$ cat config.mk
export PLATFORM = sky130hd
export DESIGN_NAME = bytecode_image_deframer_core
export DESIGN_NICKNAME = d
export VERILOG_FILES = /design/src/sv/bid_pkg.sv /design/src/sv/bid_front.sv /design/src/sv/bid_queue.sv /design/src/sv/bid_back.sv /design/src/sv/bytecode_image_deframer_core.sv
export VERILOG_INCLUDE_DIRS = /design/src /design/src/sv
export SDC_FILE = /design/constraint.sdc
export NUM_CORES = 1
export LEC_CHECK = 0
export BUFFER_PORTS_ARGS = -buffer_cell sky130_fd_sc_hd__buf_2
export CAP_MARGIN = 20
export CELL_PAD_IN_SITES_DETAIL_PLACEMENT = 0
export CELL_PAD_IN_SITES_GLOBAL_PLACEMENT = 1
export CORE_MARGIN = 2
export CORE_UTILIZATION = 45
export DETAILED_ROUTE_END_ITERATION = 6
export MAX_ROUTING_LAYER = met4
export PLACE_DENSITY_LB_ADDON = 0.1
export SLEW_MARGIN = 20
export SYNTH_ARGS = -nofsm -noshare
export SYNTH_HDL_FRONTEND = slang
export SYNTH_HIERARCHICAL = 1
export SYNTH_SLANG_ARGS = --single-unit
$ cat constraint.sdc
create_clock -name clock -period 5.96 [get_ports clock]
set_input_delay 1.192 -clock clock [delete_from_list [all_inputs] [get_ports clock]]
set_output_delay 1.192 -clock clock [all_outputs]
set_load 0.01 [all_outputs]
$ cat src/sv/bytecode_image_deframer_core_macros.svh
// assertion helpers shared by the deframer modules
`ifndef BYTECODE_IMAGE_DEFRAMER_CORE_MACROS_SVH
`define BYTECODE_IMAGE_DEFRAMER_CORE_MACROS_SVH

// checked on every clock edge outside reset
`define BID_ASSERT(label, prop, msg) \
   label: assert property (@(posedge clock) disable iff (reset) prop) else $error(msg);

// checked on every clock edge, reset included
`define BID_ASSERT_ALWAYS(label, prop, msg) \
   label: assert property (@(posedge clock) prop) else $error(msg);

`endif

$ cat src/sv/bid_pkg.sv
package bid_pkg;

   // request queue between front and back
   localparam int QDEPTH = 4;
   localparam int QPTR_W = $clog2(QDEPTH);
   localparam int QCNT_W = $clog2(QDEPTH + 1);

   // request commands as they arrive
   localparam logic [1:0] CMD_DATA    = 2'd0;
   localparam logic [1:0] CMD_END     = 2'd1;
   localparam logic [1:0] CMD_RESTART = 2'd2;

   // image magic, first byte in the low lane
   localparam logic [31:0] MAGIC_WORD = {8'h46, 8'h43, 8'h42, 8'h54};

   localparam logic ERR_EARLY_END = 1'b0;
   localparam logic ERR_MALFORMED = 1'b1;

   typedef enum logic [1:0] {
      TOK_BYTE    = 2'd0,
      TOK_END     = 2'd1,
      TOK_RESTART = 2'd2
   } tok_kind_type;

   typedef struct packed {
      tok_kind_type kind;
      logic [7:0]   data;
   } tok_type;

   typedef enum logic [3:0] {
      PH_PREFIX  = 4'd0,
      PH_META    = 4'd1,
      PH_STRLEN  = 4'd2,
      PH_STRBODY = 4'd3,
      PH_ICOUNT  = 4'd4,
      PH_INSTR   = 4'd5,
      PH_KCOUNT  = 4'd6,
      PH_KONST   = 4'd7,
      PH_DONE    = 4'd8,
      PH_ERROR   = 4'd9
   } phase_type;

   typedef enum logic [2:0] {
      REC_ENTRY     = 3'd0,
      REC_STR       = 3'd1,
      REC_INSTR     = 3'd2,
      REC_CONST     = 3'd3,
      REC_CHUNK_END = 3'd4,
      REC_DONE      = 3'd5,
      REC_ERROR     = 3'd6
   } rec_kind_type;

   typedef struct packed {
      rec_kind_type kind;
      logic [31:0]  value_word;
      logic [7:0]   str_char;
      logic [7:0]   opcode;
      logic [7:0]   op_flags;
      logic [15:0]  op_arg;
      logic [7:0]   const_tag;
      logic         closes_group;
      logic         error_code;
   } rec_type;

   // queue handshake from front to queue
   typedef struct packed {
      logic    push;
      tok_type tok;
   } push_type;

endpackage

$ cat src/sv/bid_front.sv
module bid_front (
   input  logic             req_valid,
   input  logic [1:0]       req_cmd,
   input  logic [7:0]       req_data_byte,
   input  logic             queue_full,
   output logic             req_stall,
   output bid_pkg::push_type push
);
   import bid_pkg::*;

   // classify the command; the unused code is taken and dropped
   always_comb begin
      req_stall     = queue_full;
      push.push     = 1'b0;
      push.tok.kind = TOK_BYTE;
      push.tok.data = req_data_byte;
      unique case (req_cmd)
         CMD_DATA: begin
            push.push     = req_valid && !queue_full;
            push.tok.kind = TOK_BYTE;
         end
         CMD_END: begin
            push.push     = req_valid && !queue_full;
            push.tok.kind = TOK_END;
         end
         CMD_RESTART: begin
            push.push     = req_valid && !queue_full;
            push.tok.kind = TOK_RESTART;
         end
         default: begin
            push.push = 1'b0;
         end
      endcase
   end

endmodule

$ cat src/sv/bid_queue.sv
`include "bytecode_image_deframer_core_macros.svh"

module bid_queue (
   input  logic              clock,
   input  logic              reset,
   input  bid_pkg::push_type push,
   input  logic              pop,
   output logic              full,
   output logic              not_empty,
   output bid_pkg::tok_type  head
);
   import bid_pkg::*;

   tok_type             entry_ff [QDEPTH];
   logic [QPTR_W-1:0]   wr_ptr_ff, wr_ptr_in;
   logic [QPTR_W-1:0]   rd_ptr_ff, rd_ptr_in;
   logic [QCNT_W-1:0]   count_ff, count_in;

   assign full      = count_ff == QCNT_W'(QDEPTH);
   assign not_empty = count_ff != '0;
   assign head      = entry_ff[rd_ptr_ff];

   always_comb begin
      wr_ptr_in = push.push ? wr_ptr_ff + QPTR_W'(1) : wr_ptr_ff;
      rd_ptr_in = pop ? rd_ptr_ff + QPTR_W'(1) : rd_ptr_ff;
      count_in  = count_ff + QCNT_W'(push.push) - QCNT_W'(pop);
   end

   always_ff @(posedge clock) begin
      if (push.push) begin
         entry_ff[wr_ptr_ff] <= push.tok;
      end
   end

   always_ff @(posedge clock) begin
      if (reset) begin
         wr_ptr_ff <= '0;
         rd_ptr_ff <= '0;
         count_ff  <= '0;
      end else begin
         wr_ptr_ff <= wr_ptr_in;
         rd_ptr_ff <= rd_ptr_in;
         count_ff  <= count_in;
      end
   end

   `BID_ASSERT(a_no_pop_empty, pop |-> not_empty, "pop from empty queue")
   `BID_ASSERT(a_no_push_full, push.push |-> !full, "push into full queue")
   `BID_ASSERT(a_count_up, (push.push && !pop) |=> count_ff == $past(count_ff) + QCNT_W'(1),
      "queue count lost a push")
   `BID_ASSERT(a_ptr_gap, count_ff[QPTR_W-1:0] == wr_ptr_ff - rd_ptr_ff,
      "queue pointers disagree with count")

endmodule

$ cat src/sv/bid_back.sv
`include "bytecode_image_deframer_core_macros.svh"

module bid_back (
   input  logic             clock,
   input  logic             reset,
   input  logic             tok_valid,
   input  bid_pkg::tok_type tok,
   output logic             tok_pop,
   input  logic             rsp_stall,
   output logic             rsp_valid,
   output bid_pkg::rec_type rsp_rec
);
   import bid_pkg::*;

   phase_type   phase_ff, phase_in;
   logic [2:0]  byte_index_ff, byte_index_in;
   logic [63:0] assembly_ff, assembly_in;
   logic [63:0] remaining_ff, remaining_in;
   logic [7:0]  held_tag_ff, held_tag_in;
   logic        rsp_valid_ff, rsp_valid_in;
   rec_type     rsp_rec_ff, rsp_rec_in;

   logic        emit;
   rec_type     rec;
   logic [2:0]  slot;
   logic [63:0] ins_word;
   logic [63:0] rem_dec;
   logic        rem_last;
   logic        active;

   assign tok_pop   = tok_valid && (!rsp_valid_ff || !rsp_stall);
   assign rsp_valid = rsp_valid_ff;
   assign rsp_rec   = rsp_rec_ff;

   always_comb begin
      // constants skip their tag byte in the payload lanes
      slot     = (phase_ff == PH_KONST) ? byte_index_ff - 3'd1 : byte_index_ff;
      ins_word = assembly_ff | (64'(tok.data) << {slot, 3'b000});
      rem_dec  = remaining_ff - 64'd1;
      rem_last = remaining_ff == 64'd1;
      active   = phase_ff != PH_DONE && phase_ff != PH_ERROR;

      phase_in      = phase_ff;
      byte_index_in = byte_index_ff;
      assembly_in   = assembly_ff;
      remaining_in  = remaining_ff;
      held_tag_in   = held_tag_ff;
      emit          = 1'b0;
      rec           = '0;

      if (tok_pop) begin
         unique case (tok.kind)
            TOK_RESTART: begin
               phase_in      = PH_PREFIX;
               byte_index_in = '0;
               assembly_in   = '0;
               remaining_in  = '0;
               held_tag_in   = '0;
            end
            TOK_END: begin
               if (active) begin
                  emit           = 1'b1;
                  rec.kind       = REC_ERROR;
                  rec.error_code = (phase_ff == PH_PREFIX) ? ERR_MALFORMED : ERR_EARLY_END;
                  phase_in       = PH_ERROR;
                  byte_index_in  = '0;
                  assembly_in    = '0;
                  remaining_in   = '0;
               end
            end
            TOK_BYTE: begin
               unique case (phase_ff)
                  PH_PREFIX: begin
                     if (byte_index_ff == 3'd3) begin
                        byte_index_in = '0;
                        assembly_in   = '0;
                        if (ins_word[31:0] == MAGIC_WORD) begin
                           phase_in = PH_META;
                        end else begin
                           emit           = 1'b1;
                           rec.kind       = REC_ERROR;
                           rec.error_code = ERR_MALFORMED;
                           phase_in       = PH_ERROR;
                           remaining_in   = '0;
                        end
                     end else begin
                        assembly_in   = ins_word;
                        byte_index_in = byte_index_ff + 3'd1;
                     end
                  end
                  PH_META: begin
                     if (byte_index_ff == 3'd3) begin
                        emit           = 1'b1;
                        rec.kind       = REC_ENTRY;
                        rec.value_word = ins_word[31:0];
                        phase_in       = PH_STRLEN;
                        byte_index_in  = '0;
                        assembly_in    = '0;
                     end else begin
                        assembly_in   = ins_word;
                        byte_index_in = byte_index_ff + 3'd1;
                     end
                  end
                  PH_STRLEN: begin
                     if (byte_index_ff == 3'd3) begin
                        remaining_in  = {32'd0, ins_word[31:0]};
                        phase_in      = (ins_word[31:0] == '0) ? PH_ICOUNT : PH_STRBODY;
                        byte_index_in = '0;
                        assembly_in   = '0;
                     end else begin
                        assembly_in   = ins_word;
                        byte_index_in = byte_index_ff + 3'd1;
                     end
                  end
                  PH_STRBODY: begin
                     emit             = 1'b1;
                     rec.kind         = REC_STR;
                     rec.str_char     = tok.data;
                     rec.closes_group = rem_last;
                     remaining_in     = rem_dec;
                     if (rem_last) begin
                        phase_in = PH_STRLEN;
                     end
                  end
                  PH_ICOUNT, PH_KCOUNT: begin
                     if (byte_index_ff == 3'd7) begin
                        remaining_in  = ins_word;
                        byte_index_in = '0;
                        assembly_in   = '0;
                        if (ins_word == '0) begin
                           emit     = 1'b1;
                           rec.kind = (phase_ff == PH_ICOUNT) ? REC_DONE : REC_CHUNK_END;
                           phase_in = (phase_ff == PH_ICOUNT) ? PH_DONE : PH_ICOUNT;
                        end else begin
                           phase_in = (phase_ff == PH_ICOUNT) ? PH_INSTR : PH_KONST;
                        end
                     end else begin
                        assembly_in   = ins_word;
                        byte_index_in = byte_index_ff + 3'd1;
                     end
                  end
                  PH_INSTR: begin
                     if (byte_index_ff == 3'd3) begin
                        emit          = 1'b1;
                        rec.kind      = REC_INSTR;
                        rec.opcode    = ins_word[7:0];
                        rec.op_flags  = ins_word[15:8];
                        rec.op_arg    = ins_word[31:16];
                        byte_index_in = '0;
                        assembly_in   = '0;
                        remaining_in  = rem_dec;
                        if (rem_last) begin
                           phase_in = PH_KCOUNT;
                        end
                     end else begin
                        assembly_in   = ins_word;
                        byte_index_in = byte_index_ff + 3'd1;
                     end
                  end
                  PH_KONST: begin
                     if (byte_index_ff == 3'd0) begin
                        held_tag_in   = tok.data;
                        byte_index_in = 3'd1;
                     end else if (byte_index_ff == 3'd4) begin
                        emit             = 1'b1;
                        rec.kind         = REC_CONST;
                        rec.value_word   = ins_word[31:0];
                        rec.const_tag    = held_tag_ff;
                        rec.closes_group = rem_last;
                        byte_index_in    = '0;
                        assembly_in      = '0;
                        held_tag_in      = '0;
                        remaining_in     = rem_dec;
                        if (rem_last) begin
                           phase_in = PH_ICOUNT;
                        end
                     end else begin
                        assembly_in   = ins_word;
                        byte_index_in = byte_index_ff + 3'd1;
                     end
                  end
                  default: begin
                     // finished or failed load ignores data
                  end
               endcase
            end
            default: begin
            end
         endcase
      end

      if (tok_pop && emit) begin
         rsp_valid_in = 1'b1;
         rsp_rec_in   = rec;
      end else begin
         rsp_valid_in = rsp_valid_ff && rsp_stall;
         rsp_rec_in   = rsp_rec_ff;
      end
   end

   always_ff @(posedge clock) begin
      rsp_rec_ff <= rsp_rec_in;
   end

   always_ff @(posedge clock) begin
      if (reset) begin
         phase_ff      <= PH_PREFIX;
         byte_index_ff <= '0;
         assembly_ff   <= '0;
         remaining_ff  <= '0;
         held_tag_ff   <= '0;
         rsp_valid_ff  <= 1'b0;
      end else begin
         phase_ff      <= phase_in;
         byte_index_ff <= byte_index_in;
         assembly_ff   <= assembly_in;
         remaining_ff  <= remaining_in;
         held_tag_ff   <= held_tag_in;
         rsp_valid_ff  <= rsp_valid_in;
      end
   end

   `BID_ASSERT(a_count_live,
      (phase_ff == PH_STRBODY || phase_ff == PH_INSTR || phase_ff == PH_KONST)
      |-> remaining_ff != '0, "item phase entered with zero count")
   `BID_ASSERT(a_error_sticks, (tok_pop && emit && rec.kind == REC_ERROR)
      |=> phase_ff == PH_ERROR, "error record without error phase")
   `BID_ASSERT(a_done_sticks, (tok_pop && emit && rec.kind == REC_DONE)
      |=> phase_ff == PH_DONE, "done record without done phase")
   `BID_ASSERT(a_no_overwrite, (rsp_valid_ff && rsp_stall) |-> !tok_pop,
      "request taken while stalled record waits")

endmodule

$ cat src/sv/bytecode_image_deframer_core.sv
// bytecode image deframer
// the request channel carries one command per request: a data byte, end of
// data, or start of a new load. the image is little endian: magic "TBCF",
// a 32-bit entry id, length-prefixed strings ended by a zero length, then
// chunks of instructions and constants ended by a zero instruction count.
// the response channel carries one record per finished program part:
// entry id, string byte, instruction, constant, empty chunk end, load done
// or error. on an error record the consumer drops the records of the load.
// requests go into a four-entry queue; the parser pops one request per
// cycle into a single response register. an accepted request is written
// into the queue, then parsed from its head, and its record is loaded into
// the response register and shows on rsp_valid until it is taken.
// throughput is one request per cycle; the parser advances whenever the
// response register is empty or being taken, so a stalled receiver holds
// the record steady and the queue fills, raising req_stall when full.
// synchronous reset empties the queue, drops any pending record and puts
// the parser back at the start of a load.
module bytecode_image_deframer_core (
   input  logic        clock,
   input  logic        reset,
   // request channel
   input  logic        req_valid,
   output logic        req_stall,
   input  logic [1:0]  req_cmd,
   input  logic [7:0]  req_data_byte,
   // response channel
   output logic        rsp_valid,
   input  logic        rsp_stall,
   output logic [2:0]  rsp_rec_kind,
   output logic [31:0] rsp_value_word,
   output logic [7:0]  rsp_str_char,
   output logic [7:0]  rsp_opcode,
   output logic [7:0]  rsp_op_flags,
   output logic [15:0] rsp_op_arg,
   output logic [7:0]  rsp_const_tag,
   output logic        rsp_closes_group,
   output logic        rsp_error_code
);
   import bid_pkg::*;

   push_type push;
   logic     queue_full;
   logic     queue_not_empty;
   tok_type  queue_head;
   logic     queue_pop;
   rec_type  rec;

   // front: decode the command, drop the unused code
   bid_front u_front (
      .req_valid     (req_valid),
      .req_cmd       (req_cmd),
      .req_data_byte (req_data_byte),
      .queue_full    (queue_full),
      .req_stall     (req_stall),
      .push          (push)
   );

   // decoupling queue
   bid_queue u_queue (
      .clock     (clock),
      .reset     (reset),
      .push      (push),
      .pop       (queue_pop),
      .full      (queue_full),
      .not_empty (queue_not_empty),
      .head      (queue_head)
   );

   // back: field state machine and response register
   bid_back u_back (
      .clock     (clock),
      .reset     (reset),
      .tok_valid (queue_not_empty),
      .tok       (queue_head),
      .tok_pop   (queue_pop),
      .rsp_stall (rsp_stall),
      .rsp_valid (rsp_valid),
      .rsp_rec   (rec)
   );

   // unpack the record onto the response ports
   assign rsp_rec_kind     = rec.kind;
   assign rsp_value_word   = rec.value_word;
   assign rsp_str_char     = rec.str_char;
   assign rsp_opcode       = rec.opcode;
   assign rsp_op_flags     = rec.op_flags;
   assign rsp_op_arg       = rec.op_arg;
   assign rsp_const_tag    = rec.const_tag;
   assign rsp_closes_group = rec.closes_group;
   assign rsp_error_code   = rec.error_code;

endmodule
==> impl_metrics.toml <==
[outcome]
status = "finished with violations"
violations = "design-rule violations"

[setup_path]
crit_start = "u_back/byte_index_ff[1]"
arrival_ns = 5.01
critPathMaxFanout = 43
path_cells = "inv_1, ha_1, nor2b_1, or4_1, a21boi_0, a2111oi_0, o2111ai_1, nor3_2, nand3_1, o21ai_0, o21ba_4, buf_12"
max_stage_delay_ns = 0.63
r2r-start = "u_back/byte_index_ff[1]"
critPathBufInv = 2
worst_setup_path_start_kind = "register"
cp_slowest_cell = "nor2b_1"
end_kind = "register"
crit_family = "simple AND/OR/NAND/NOR gates"
worstSetupPathType = "reg -> reg"
cp.required_ns = 6.21

[worst_hold_path]
hold_path_startpoint = "u_back/held_tag_ff[6]"
hold_class = "reg -> reg"

[clock_network]
clk_pin_slew_worst_paths_ns = 0.07
clk_path_buf_depth = 3
cts_tree = "built"
post_cts_buffers = 0
ctsResizeCount = 0
ctsHoldBuffers = 0
cts_buffers = 30
root_buffer = "clkbuf_16"
clock_latency_ns = 0.56
clkSinkCount = 278
htreeDepth = 1

[sta]
tightest_slew_ns = 1.008
clock_skew_ns = 0.01874
slew-limit-headroom_pct = 32.26
hold_violations = 0
setup_violations = 0
period_share_pct = 79.85
slew_violations = 0
period_minus_slack_ns = 4.759
final.setup.tns_ns = 0
rsz0062_at_grt = "false"
max_freq_mhz = 210.1
hold-worst-slack_ns = 0.4493

[cells_and_area]
design_area_um2 = 15480
instances_no_fill = 1942
nets = 1557
utilization_pct = 51.94
n_antenna_cell = 0
layout-drive-gt1-share_pct = 15.34
multiInputGateArea_um2 = 6228
fill_cells = 2838
area_growth_pct = 13.03
seq_area_um2 = 6817

[drt]
dr.pass1.iters = 7
routed_wl_um = 42800
routedWlPerCell_um = 22.04
vias = 11770
vias_per_cell = 6.060
ant_nets = 0
drc = 3
drt_iter0_markers = 1145

[yosys]
yosys-top-cells-count = "a21oi_1, nor2_1, dfxtp_1"
synth-seq-cells = 278
ys_types = 85
synth_fp_nets = 1503
avgSynthCellArea_um2 = 9.290
ys.flop_type = "dfxtp_1"
yosys_warnings = 6
seq_area_frac_synth_pct = 49.78
synth_top_area_cell = "edfxtp_1"
yosysTopAreaCellShare_pct = 27.41
yosysMostFrequentCell = "a21oi_1"
async_flop_share_pct = 0
syn_area_um2 = 13690
postSynthCellCount = 1474
synth-edff-count = 125
synth_area_leaders = "edfxtp_1, dfxtp_1, a21oi_1"

[global_routing]
overflow = 0
grt_util_met1_pct = 37.86
grt_pass1_wl_um = 66010
grt_pass1_vias = 11040
use_met2_pct = 42.52
antenna_found_initial = 0
use_met3_pct = 2.877
grt_max_degree = 67
track_usage_pct = 27.71
top_usage_layer = "met2"

[place]
dpl.hpwl_um = 29350
dp_cells = 1886
place.gp.congestion = 0.9336
place_area_um2 = 14430
portBuffers = 100

[die]
die_w_um = 178.4
core_um2 = 29800
rows = 63
die_area_um2 = 31840
initial_core_util_pct = 45.96
ios = 101
die_h_um = 178.4

[job]
drv_cap = 0

[power]
power.density_nw_per_um2 = 468.4
leakage_nw = 5.691
vdd_drop_max_mv = 0.3119
==> tightest hold or removal path: stages, from the launching register on <==
cell     delay [ns]
dfxtp_1        0.31
nand2_1        0.05
a21oi_1        0.05
==> placed cells by master, fill, tap and decap left out, types with 13 or more instances in the layout <==
cell type    n
buf_2       99
inv_1       30
xnor2_1     15
nand4_1     13
and2_1      27
ha_1        14
or4_1       15
nand2_1     98
nor2b_1     14
o21ai_0     58
o22ai_1     30
xor2_1      15
nand3_1     54
nor4_1      23
a21oi_1    212
buf_4       32
nor2_1     200
clkbuf_16   31
nor3_1      45
dfxtp_1    153
edfxtp_1   125
==> layer usage <==
metal	vias to the layer above	part of all wire, %
met5	-	0
met1	5673	45
met3	85	5.9
li1	5537	-
met2	473	45
met4	0	4.1
==> stage by stage <==
stage	power, W	worst slack, ns
global placement	0.005297	1.455
finish	0.007250	1.201
detailed placement	0.005304	1.288
floorplan	0.004427	1.563
global route	0.007655	0.8066
CTS	0.007249	1.269
==> final timing paths <==
| kind | to | slack (ns) | cells after the start |
|---|---|---|---|
| setup / recovery | u_back/rsp_rec[21] | 1.20 | 12 |
| hold / removal | u_back/held_tag_ff[6] | 0.45 | 2 |
| setup reg to reg | u_back/rsp_rec[21] | 1.20 | 12 |
| hold reg to reg | u_back/held_tag_ff[6] | 0.45 | 2 |
==> power by group <==
part           internal, W  switching (W)
sequential         0.00219       0.000127
clock              0.00114       0.000801
combinational     0.000929        0.00207
==> state kept, by name (all words and copies together), names as in the netlist, named ones only <==
signal / flops
u_back/phase_ff: 4
u_queue/wr_ptr_ff: 2
u_back/byte_index_ff: 3
u_queue/entry_ff: 40
u_back/rsp_rec: 85
u_queue/count_ff: 3
u_queue/rd_ptr_ff: 2
u_back/rsp_valid: 1
u_back/assembly_ff: 64
u_back/remaining_ff: 64
u_back/held_tag_ff: 8
==> final cells by class <==
cell class / instances / area share (%)
Tap cell: 390 / 3.153
Inverter: 33 / 0.8003
Multi-Input combinational cell: 1052 / 40.24
Sequential cell: 278 / 44.04
Timing Repair Buffer: 133 / 5.012
Clock inverter: 19 / 1.334
Clock buffer: 37 / 5.416
==> logic make-up after synthesis <==
logic type | Yosys count | share of synthesized area, %
AND/OR/NAND/NOR | 560 | 20.08
AO/OA/AOI/OAI | 429 | 19.44
flip-flops | 278 | 49.78
buffers and inverters | 144 | 4.962
XOR/XNOR | 32 | 2.211
multiplexers | 16 | 2.102
adder cells (fa/ha/maj) | 15 | 1.425
(Power assumes the default switching activity.)
